File: config.mk
export PLATFORM = sky130hd
export DESIGN_NAME = shr_mod
export DESIGN_NICKNAME = d
export VERILOG_FILES = /design/src/design/shr_pkg.sv /design/src/design/shr_mod.sv
export SDC_FILE = /design/constraint.sdc
export NUM_CORES = 1
export LEC_CHECK = 0
export BUFFER_PORTS_ARGS = -buffer_cell sky130_fd_sc_hd__buf_2
export CAP_MARGIN = 10
export CELL_PAD_IN_SITES_DETAIL_PLACEMENT = 1
export CELL_PAD_IN_SITES_GLOBAL_PLACEMENT = 1
export CORE_MARGIN = 2
export CORE_UTILIZATION = 45
export DETAILED_ROUTE_END_ITERATION = 16
export HOLD_SLACK_MARGIN = 0.06
export PLACE_DENSITY = 0.95
export RECOVER_POWER = 100
export SETUP_SLACK_MARGIN = 0.05
export SLEW_MARGIN = 10
export SYNTH_ARGS = -nofsm -noshare
export SYNTH_HDL_FRONTEND = slang
export SYNTH_SLANG_ARGS = --single-unit
File: constraint.sdc
create_clock -name clk -period 8.6 [get_ports clk]
set_clock_uncertainty 0.05 [all_clocks]
set_input_delay 2.15 -clock clk [delete_from_list [all_inputs] [get_ports clk]]
set_output_delay 2.15 -clock clk [all_outputs]
set_load 0.05 [all_outputs]
File: src/design/shr_pkg.sv
// shared constants, command codes and remainder-unit structs for the history ring
`default_nettype none

package shr_pkg;

  // ring geometry
  localparam int DEPTH     = 64;
  localparam int ELEM_BITS = 32;
  localparam int SLOT_W    = $clog2(DEPTH);
  localparam int LEN_W     = $clog2(DEPTH + 1);

  // word field widths
  localparam int CMD_W  = 3;
  localparam int WORD_W = 32;
  localparam int SEQ_W  = 32;
  localparam int AMT_W  = 7;

  // remainder unit operand widths and step counter
  localparam int MOD_W    = SEQ_W + 1;
  localparam int NARROW_W = LEN_W + 1;
  localparam int CNT_W    = $clog2(MOD_W + 1);

  // status codes
  localparam logic STATUS_OK    = 1'b0;
  localparam logic STATUS_RANGE = 1'b1;

  // command codes
  typedef enum logic [CMD_W-1:0] {
    CMD_APPEND  = 3'd0,
    CMD_READ    = 3'd1,
    CMD_RECENT  = 3'd2,
    CMD_FORWARD = 3'd3,
    CMD_BACK    = 3'd4
  } cmd_t;

  // request to the remainder unit
  typedef struct packed {
    logic             start;
    logic             wide;
    logic [MOD_W-1:0] value;
  } mod_req_t;

  // answer of the remainder unit
  typedef struct packed {
    logic              busy;
    logic [SLOT_W-1:0] rem;
  } mod_rsp_t;

endpackage

`default_nettype wire

File: src/design/shr_mod.sv
// bit-serial remainder unit: value modulo ring length, one dividend bit per cycle
`default_nettype none

module shr_mod (
  input  wire logic                     clk,
  input  wire logic                     rst,
  input  wire logic [shr_pkg::LEN_W-1:0] len,
  input  wire shr_pkg::mod_req_t        req,
  output shr_pkg::mod_rsp_t             rsp
);

  logic [shr_pkg::MOD_W-1:0]  shreg;
  logic [shr_pkg::CNT_W-1:0]  cnt;
  logic [shr_pkg::SLOT_W-1:0] rem;
  logic [shr_pkg::SLOT_W:0]   r2;
  logic [shr_pkg::SLOT_W:0]   len_ext;

  // one restoring step: shift in the next bit, subtract the length once
  always_comb begin
    r2      = {rem, shreg[shr_pkg::MOD_W-1]};
    len_ext = (shr_pkg::SLOT_W + 1)'(len);
  end

  // step counter, dividend shifter and partial remainder
  always_ff @(posedge clk) begin
    if (rst) begin
      cnt <= '0;
    end else if (req.start) begin
      rem <= '0;
      if (req.wide) begin
        shreg <= req.value;
        cnt   <= shr_pkg::CNT_W'(shr_pkg::MOD_W);
      end else begin
        shreg <= {req.value[shr_pkg::NARROW_W-1:0],
                  (shr_pkg::MOD_W - shr_pkg::NARROW_W)'(0)};
        cnt   <= shr_pkg::CNT_W'(shr_pkg::NARROW_W);
      end
    end else if (cnt != '0) begin
      if (r2 >= len_ext) begin
        rem <= shr_pkg::SLOT_W'(r2 - len_ext);
      end else begin
        rem <= shr_pkg::SLOT_W'(r2);
      end
      shreg <= shreg << 1;
      cnt   <= cnt - 1'b1;
    end
  end

  always_comb begin
    rsp.busy = (cnt != '0);
    rsp.rem  = rem;
  end

`ifndef SYNTHESIS
  // the sequencer never restarts the unit in the middle of a division
  a_no_restart: assert property (@(posedge clk) disable iff (rst)
    req.start |-> !rsp.busy)
    else $error("remainder unit restarted while busy");
`endif

endmodule

`default_nettype wire
==> flow_summary_export.csv, run 1 <==
group,metric,value,unit
finish,syn_to_final_growth,15.1,%
synth,netlist.top_cell.by_area,"edfxtp_1",
synth,synthesis.instances,240,
setup_path,reg2reg_to,"rem[2]$_SDFFCE_PP0P_",
drt,drcViolationCount,0,
clock_tree,cts_hold_buf,0,
timing,rsz0062_at_grt,"false",
synth,synthTopCellsByArea,"edfxtp_1 49%, o21ai_0 5.5%, inv_1 5.4%",
floorplan,core_area,5110,µm²
clock_tree,clkTransAtPathRegs,0.08,ns
clock_tree,cts_setup_buffers,0,
synth,synth.net_count,295,
drt,final_antenna_net_count,0,
placement,gp_congestion,0.771,
placement,hpwl,3740,µm
placement,place_ws,4.22,ns
drt,first_pass_iters,4,
finish,post_route_cells_drive_above_1_share,18.1,%
synth,synthDistinctLibCells,35,
setup_path,crit_path_start,"req[34]",
timing,worst_pin_slew,2.06,ns
drt,avgRoutedWirePerCell,14.7,µm
clock_tree,cts_resized,0,
floorplan,ios,51,
global_routing,grt_pass1_vias,1920,
finish,antennaDiodeCount,0,
timing,report.final.slew_viol_count,59,
synth,ys_seq_area_share,54.2,%
worst_hold_path,hp-start,"cnt[1]$_SDFFE_PP0P_",
drt,avgViaCountPerCell,5.07,
drt,wl,5240,µm
timing,min_period_over_period,57.8,%
setup_path,r2r_slack,6.27,ns
finish,register_area,1290,µm²
timing,setup_slack,3.63,ns
synth,syn-cell-area,2380,µm²
outcome,violations,"capacitance limit, slew limit",
floorplan,rows,26,
timing,hold_viol,0,
clock_tree,cts_tree,"done",
worst_hold_path,min_to,"cnt[1]$_SDFFE_PP0P_",
global_routing,grt_max_degree,59,
power_and_ir_drop,p_leak,1.18,nW
setup_path,cp.required,8.64,ns
global_routing,antenna_found_initial,0,
synth,synth_seq_cells,45,
drt,drt-initial-drc-count,83,
timing,setup_viol,0,
synth,ys_warn_count,0,
clock_tree,cts_max_path_buffers,2,
clock_tree,clk_latency,0.30,ns
placement,portBuffers,50,
synth,avgSynthCellArea,9.93,µm²
synth,synth_top_area_share,49.1,%
finish,nFillCells,610,
clock_tree,cts.sinks,45,
clock_tree,clock-root-buffer,"clkbuf_8",
setup_path,crit_fanout,58,
worst_hold_path,hold_path_depth,2,
floorplan,die_area,5900,µm²
clock_tree,htree_levels,2,
floorplan,start_util,46.7,%
outcome,run_status,"complete, but fails checks",
drt,vias,1810,
setup_path,cp-start-kind,"input pin",
floorplan,die_height,76.8,µm
setup_path,arrival,5.01,ns
setup_path,path_class,"in -> reg",
power_and_ir_drop,max-vdd-ir-drop,99.5,µV
floorplan,dieWidth,76.8,µm
setup_path,reg2reg_depth,6,
global_routing,grt_use_total,18.6,%
timing,setup-tns-final,0,ns
timing,fmax,201,MHz
setup_path,rr_startpoint,"rem[1]$_SDFFCE_PP0P_",
global_routing,grt_pass1_wl,8780,µm
finish,nNetsFinal,341,
setup_path,end_kind,"flip-flop",
finish,multiInputGateArea,916,µm²
timing,fin_crit,4.97,ns
global_routing,overflow,0,
job,drv_cap,1,
clock_tree,numCtsBuffers,5,
power_and_ir_drop,powerDensity,209,nW/µm²
worst_hold_path,hp-class,"reg -> reg",
timing,relSlewSlack,-37.2,%
## final cells by class
class                           instances  area share (%)
Tap cell                               70            3.19
Multi-Input combinational cell        150            33.4
Clock buffer                            5            2.51
Timing Repair Buffer                   50            8.76
Clock inverter                          3           0.456
Inverter                               34            4.65
Sequential cell                        45            47.1
## worst max-delay path: stages
cell and delay [ns]:
clkbuf_1 1.44, and2_0 1.07, nand2_1 0.17, o21ai_0 0.15
## synthesized netlist by cell type, drive strengths merged
library cell   n
edfxtp        39
inv           34
nand2         30
o21ai         28
nor2          19
a21oi         16
ha            10
mux2i          9
clkbuf         8
dfxtp          6
nor2b          6
nor3           5
o21a           4
xnor2          4
buf            3
nand3          3
a211oi         2
a2111oi        1
a211o          1
a31oi          1
and2           1
and3           1
fa             1
mux2           1
nand3b         1
o21ba          1
o31a           1
o41ai          1
or3            1
or3b           1
xor2           1
## worst max-delay path by stage
stage / endpoint / slack, ns / cells after the start
after floorplan: rem[0]$_SDFFCE_PP0P_ / 3.72 / 4
after global placement: shreg[18]$_DFFE_PP_ / 4.29 / 3
after detailed placement: shreg[21]$_DFFE_PP_ / 4.22 / 3
after CTS: shreg[12]$_DFFE_PP_ / 4.55 / 3
after global routing: shreg[4]$_DFFE_PP_ / 3.27 / 4
final: shreg[4]$_DFFE_PP_ / 3.63 / 4
## registers in the layout (all words and copies together), names as in the netlist
signal and cells:
shreg 33, rem 6, cnt 6
## routing by layer
layer	global-route usage [%]	wire [µm]
met5	0	0
met4	4.36	35
met2	33.7	2730
met3	3.76	178
met1	22.8	2290
## layout by cell type (no fill, tap or decap), drive strengths merged, types with 2 or more instances in the layout
| master | synthesis | layout |
|---|---|---|
| nand2 | 30 | 30 |
| o21ai | 28 | 28 |
| a21oi | 16 | 16 |
| nor2b | 6 | 6 |
| o21a | 4 | 4 |
| nor2 | 19 | 19 |
| buf | 3 | 42 |
| a211oi | 2 | 2 |
| clkinv | 0 | 3 |
| nand3 | 3 | 3 |
| inv | 34 | 34 |
| ha | 10 | 10 |
| clkbuf | 8 | 13 |
| dfxtp | 6 | 6 |
| xnor2 | 4 | 4 |
| edfxtp | 39 | 39 |
| nor3 | 5 | 5 |
| mux2i | 9 | 9 |
## power by group
group | switching [mW] | total, mW | internal [mW]
sequential | 0.0133 | 0.289 | 0.275
clock | 0.0722 | 0.127 | 0.0549
combinational | 0.101 | 0.157 | 0.0561
## stage by stage
step | hold slack, ns | std cells | power, mW | cell area [µm²] | utilization (%)
final | 0.485 | 357 | 0.573 | 2740 | 53.7
after floorplan | 0.433 | 240 | 0.411 | 2380 | -
after global placement | 0.449 | 349 | 0.445 | 2680 | 52.5
after detailed placement | 0.480 | 349 | 0.455 | 2680 | 52.5
after global routing | 0.536 | 357 | 0.608 | 2740 | 53.7
after CTS | 0.491 | 357 | 0.582 | 2770 | 54.1
## cell families after synthesis
logic type	share of synthesized area, %
DFF	54.2
AOI/OAI and AO/OA	13.8
muxes	4.25
buffers and inverters	7.24
adders and majority gates	6.09
and+or+nand+nor	12.7
xor gates and xnor gates	1.84
(Power assumes the default switching activity.)
==> inputs of run 2 (changes only) <==
CORE_UTILIZATION = 41   (was 45)
PLACE_DENSITY = 0.9   (was 0.95)
clock period = 5.18 ns   (was 8.6 ns; I/O delays follow)
==> run 2 against run 1 <==
  * Largest power group unchanged
  * Final area grew 0.18%
  * The flow now finishes without violations
  * Sequential power grew 65%
  * Flip-flop and latch count is the same
  * Largest cell class unchanged
  * Highest routed layer unchanged
==> flow_summary_export.csv, run 2 (synthesized netlist as in run 1, its figures left out) <==
group,metric,value,unit
timing,min_period_over_period,70.2,%
setup_path,r2r_slack,2.79,ns
drt,avgRoutedWirePerCell,14.7,µm
global_routing,grt_max_degree,40,
floorplan,core_area,5570,µm²
timing,report.final.slew_viol_count,0,
finish,largest_register,"shreg",
finish,final_common_cell,"buf_2",
clock_tree,cts_max_path_buffers,2,
finish,reg.largest.list,"shreg x33, cnt x6, rem x6",
finish,syn_to_final_growth,15.3,%
power_and_ir_drop,p_leak,1.18,nW
drt,first_pass_iters,4,
timing,fmax,275,MHz
setup_path,arrival,3.71,ns
drt,vias,1845,
setup_path,worst_path_max_delay_cell,"and2_0",
finish,instances_no_fill,360,
finish,final_cell_mix,"42 x buf_2, 39 x edfxtp_1, 34 x inv_1",
job,drv_cap,0,
clock_tree,cts_hold_buf,0,
finish,register_area,1290,µm²
floorplan,start_util,42.8,%
timing,setup_viol,0,
clock_tree,cts_resized,0,
timing,hold_viol,0,
finish,antennaDiodeCount,0,
clock_tree,clk_latency,0.30,ns
clock_tree,cts.sinks,45,
setup_path,crit_fanout,39,
finish,multiInputGateArea,916,µm²
power_and_ir_drop,seqPwrFrac,50.1,%
power_and_ir_drop,powerDensity,347,nW/µm²
placement,postPlaceCellArea,2690,µm²
floorplan,die_height,80.2,µm
global_routing,antenna_found_initial,0,
power_and_ir_drop,p_int,0.646,mW
setup_path,worst-path-buf-inv,1,
timing,rsz0062_at_grt,"false",
worst_hold_path,hp-class,"reg -> reg",
global_routing,grt_pass1_vias,1808,
finish,design_area,2750,µm²
clock_tree,cts_tree,"done",
setup_path,cp_top_family,"simple AND/OR/NAND/NOR gates",
finish,nNetsFinal,342,
global_routing,grt_pass1_wl,8610,µm
finish,nFillCells,674,
placement,portBuffers,50,
setup_path,cp.required,5.26,ns
finish,largest_reg_flops,33,
placement,gp_congestion,0.739,
drt,wl,5290,µm
outcome,run_status,"finished clean",
timing,hold_ws,0.519,ns
floorplan,rows,27,
floorplan,ios,51,
power_and_ir_drop,switching_share,32.3,%
drt,final_antenna_net_count,0,
power_and_ir_drop,power.net_switching,0.308,mW
setup_path,crit_chain,"clkbuf_1, and2_0, nand2_1, o21ai_0",
drt,drcViolationCount,0,
finish,post_route_cells_drive_above_1_share,17.7,%
global_routing,overflow,0,
global_routing,grt_use_total,17.6,%
clock_tree,htree_levels,2,
setup_path,cp-start-kind,"input pin",
setup_path,critPathMaxStageDelay,1.08,ns
power_and_ir_drop,max-vdd-ir-drop,152,µV
clock_tree,clock-root-buffer,"clkbuf_8",
power_and_ir_drop,p_comb_share,27.9,%
timing,worst_pin_slew,1.39,ns
setup_path,path_class,"in -> reg",
power_and_ir_drop,power.share.clock,22.1,%
floorplan,die_area,6440,µm²
drt,drt-initial-drc-count,92,
clock_tree,numCtsBuffers,5,
timing,setup-tns-final,0,ns
placement,dp_cells,352,
setup_path,end_kind,"flip-flop",
timing,fin_crit,3.63,ns
clock_tree,clkTransAtPathRegs,0.08,ns
clock_tree,cts_setup_buffers,0,
drt,avgViaCountPerCell,5.13,
timing,relSlewSlack,7.43,%
floorplan,dieWidth,80.2,µm
placement,hpwl,3760,µm
## run 2: through the flow
| step | total power [mW] | setup slack, ns | util, % |
|---|---|---|---|
| global placement | 0.741 | 1.98 | 48.3 |
| detailed placement | 0.757 | 1.82 | 48.3 |
| global route | 1.01 | 1.17 | 49.3 |
| finish | 0.955 | 1.55 | 49.3 |
| floorplan | 0.683 | 1.15 | - |
| CTS | 0.971 | 2.16 | 49.8 |
## run 2: final cells by class
class,count,area share [%]
clock buffers,8,2.91
inverters,34,4.64
multi-input cells,150,33.3
flip-flops and latches,45,47.0
well taps,72,3.28
repair buffers,51,8.88
## run 2: per-layer routing
metal | GRT usage (%) | routed length, µm
met3 | 3.82 | 286
met1 | 23.2 | 2320
met2 | 28.7 | 2600
met4 | 6.10 | 81
met5 | 0 | 0
## run 2: path summary, 6_finish.rpt
kind,from,end,cells after the start
min,cnt[1]$_SDFFE_PP0P_,cnt[1]$_SDFFE_PP0P_,2
max,req[34],shreg[22]$_DFFE_PP_,4
max reg2reg,rem[1]$_SDFFCE_PP0P_,rem[2]$_SDFFCE_PP0P_,6
min reg2reg,cnt[1]$_SDFFE_PP0P_,cnt[1]$_SDFFE_PP0P_,2
## run 2: worst register-to-register path: stages (launching register included)
cell and delay [ns]:
edfxtp_1 0.43, ha_1 0.38, a21oi_1 0.18, o21ai_1 0.08, a21oi_1 0.65, mux2i_1 0.29, nor2_1 0.06
## run 2: power groups by stage
stage / Sequential, mW / Clock (mW) / Combinational [mW]
finish: 0.478 / 0.211 / 0.266
CTS: 0.478 / 0.218 / 0.275
detailed placement: 0.486 / 0 / 0.271
floorplan: 0.510 / 0 / 0.173
global route: 0.484 / 0.229 / 0.296
global placement: 0.484 / 0 / 0.257
==> inputs of run 3 (changes only) <==
CORE_UTILIZATION = 37   (was 41)
PLACE_DENSITY = 0.86   (was 0.9)
clock period = 2.9 ns   (was 5.18 ns; I/O delays follow)
==> run 3 against run 2 <==
  * Die area is 10% higher
  * Register-to-register slack worse by 2.2 ns
  * Core utilization is 5.3 points lower
  * Total power is 77% higher
  * Global-route usage is 2.1 points lower
  * Final area is 0.50% higher
==> flow_summary_export.csv, run 3 (synthesized netlist as in run 1, its figures left out) <==
group,metric,value,unit
placement,gp_congestion,0.794,
clock_tree,cts_hold_buf,0,
drt,first_pass_iters,4,
worst_hold_path,hp-class,"reg -> reg",
floorplan,dieWidth,84.3,µm
setup_path,crit_fanout,7,
timing,fin_crit,2.47,ns
floorplan,start_util,38.0,%
clock_tree,clkTransAtPathRegs,0.08,ns
finish,final_cell_mix,"42 x buf_2, 39 x edfxtp_1, 34 x inv_1",
timing,report.final.slew_viol_count,0,
global_routing,grt_pass1_wl,8800,µm
setup_path,arrival,1.70,ns
timing,relSlewSlack,42.6,%
setup_path,cp_num_cells,4,
drt,drt-initial-drc-count,84,
timing,fmax,404,MHz
clock_tree,cts_tree,"done",
setup_path,cp.required,2.12,ns
timing,setup_viol,0,
timing,hold_viol,0,
finish,design_area,2760,µm²
setup_path,reg2reg_depth,7,
clock_tree,clk_latency,0.30,ns
floorplan,ios,51,
drt,drcViolationCount,0,
power_and_ir_drop,p_comb_share,27.6,%
drt,avgViaCountPerCell,4.93,
power_and_ir_drop,p_leak,1.19,nW
setup_path,endpoint,"rsp[6]",
floorplan,die_height,84.3,µm
finish,nNetsFinal,345,
setup_path,critPathMaxStageDelay,0.51,ns
clock_tree,clock-root-buffer,"clkbuf_8",
global_routing,grt_use_total,15.5,%
setup_path,end_kind,"output pin",
finish,antennaDiodeCount,0,
finish,largest_register,"shreg",
floorplan,rows,29,
setup_path,worst_path_max_delay_cell,"clkbuf_1",
setup_path,r2r_slack,0.64,ns
clock_tree,htree_levels,2,
job,drv_cap,0,
power_and_ir_drop,power.share.clock,22.0,%
clock_tree,cts_setup_buffers,0,
power_and_ir_drop,powerDensity,614,nW/µm²
power_and_ir_drop,max-vdd-ir-drop,244,µV
drt,vias,1815,
setup_path,path_class,"reg -> out",
setup_path,cp-start-kind,"flip-flop",
finish,post_route_cells_drive_above_1_share,17.9,%
power_and_ir_drop,total_power,1.69,mW
clock_tree,cts_max_path_buffers,2,
timing,worst_pin_slew,0.861,ns
clock_tree,numCtsBuffers,5,
clock_tree,cts_resized,0,
power_and_ir_drop,p_int,1.15,mW
finish,register_area,1290,µm²
placement,postPlaceCellArea,2720,µm²
global_routing,grt_pass1_vias,1850,
power_and_ir_drop,seqPwrFrac,50.4,%
global_routing,overflow,0,
finish,final_core_util,44.0,%
finish,reg.largest.list,"shreg x33, cnt x6, rem x6",
setup_path,crit_chain,"inv_1, ha_1, nand3_1, clkbuf_1",
global_routing,antenna_found_initial,0,
setup_path,reg2reg_to,"rem[2]$_SDFFCE_PP0P_",
global_routing,grt_max_degree,51,
finish,nFillCells,755,
floorplan,die_area,7100,µm²
placement,portBuffers,50,
floorplan,core_area,6280,µm²
setup_path,crit_path_start,"cnt[0]$_SDFFE_PP0P_",
drt,wl,5170,µm
finish,final_common_cell,"buf_2",
finish,largest_reg_flops,33,
outcome,run_status,"finished clean",
power_and_ir_drop,switching_share,32.1,%
timing,rsz0062_at_grt,"false",
power_and_ir_drop,power.net_switching,0.543,mW
placement,hpwl,3750,µm
finish,syn_to_final_growth,15.9,%
setup_path,cp_top_family,"buffers and inverters",
finish,multiInputGateArea,903,µm²
timing,setup-tns-final,0,ns
drt,final_antenna_net_count,0,
setup_path,worst-path-buf-inv,2,
drt,avgRoutedWirePerCell,14.0,µm
timing,hold_ws,0.484,ns
clock_tree,cts.sinks,45,
setup_path,rr_startpoint,"rem[1]$_SDFFCE_PP0P_",
timing,min_period_over_period,85.3,%
==> run 3: cell types whose count changed in the layout (fill, tap and decap cells not counted) <==
| cell | before | now |
|---|---|---|
| buf_4 | 0 | 2 |
| clkbuf_1 | 12 | 11 |
| clkbuf_2 | 0 | 1 |
| clkinv_1 | 0 | 1 |
| nand3_1 | 2 | 3 |
| nand3_2 | 1 | 0 |
| nor2_1 | 18 | 19 |
| nor2_4 | 1 | 0 |
| o21ai_0 | 26 | 27 |
| o21ai_1 | 2 | 1 |
==> run 3: power groups by stage <==
stage / Clock, mW / Sequential (mW) / Combinational (mW)
finish: 0.374 / 0.853 / 0.468
global route: 0.407 / 0.864 / 0.525
CTS: 0.392 / 0.854 / 0.495
detailed placement: 0 / 0.868 / 0.491
global placement: 0 / 0.862 / 0.471
floorplan: 0 / 0.909 / 0.310
==> run 3: cell type report <==
| class | count | share of cell area, % |
|---|---|---|
| tap | 77 | 3.49 |
| clock buffer | 7 | 2.76 |
| timing repair buffer | 54 | 9.56 |
| clock inverter | 1 | 0.136 |
| multi-input combinational | 150 | 32.7 |
| sequential | 45 | 46.7 |
| inverter | 34 | 4.62 |
==> run 3: routing by layer <==
metal | track usage [%] | part of all wire, % | vias up | wire (µm)
li1 | - | - | 916 | -
met1 | 21.0 | 45 | 849 | 2350
met2 | 25.2 | 48 | 44 | 2490
met3 | 3.44 | 5.2 | 6 | 269
met4 | 4.40 | 1.1 | 0 | 59
met5 | 0 | 0 | - | 0
==> run 3: stage by stage <==
stage | cells | setup slack, ns
6_report | 368 | 0.426
5_1_grt | 368 | 0.332
4_1_cts | 368 | 0.705
3_5_place_dp | 360 | 0.416
3_3_place_gp | 360 | 0.478
2_1_floorplan | 240 | 0.0810
==> run 3: worst min-delay path: cells and delay by family, from the launching register on <==
kind / cells / cell delay [ns]
compound gates: 1 / 0.06
flops: 1 / 0.33
simple gates: 1 / 0.09
==> run 3: worst min-delay path by stage <==
stage,from,end,slack [ns],depth (start not counted)
after floorplan,cnt[1]$_SDFFE_PP0P_,cnt[1]$_SDFFE_PP0P_,0.43,2
after global placement,cnt[1]$_SDFFE_PP0P_,cnt[1]$_SDFFE_PP0P_,0.45,2
after detailed placement,cnt[1]$_SDFFE_PP0P_,cnt[1]$_SDFFE_PP0P_,0.48,2
after CTS,cnt[1]$_SDFFE_PP0P_,cnt[1]$_SDFFE_PP0P_,0.50,2
after global routing,cnt[1]$_SDFFE_PP0P_,cnt[1]$_SDFFE_PP0P_,0.54,2
final,cnt[1]$_SDFFE_PP0P_,cnt[1]$_SDFFE_PP0P_,0.48,2
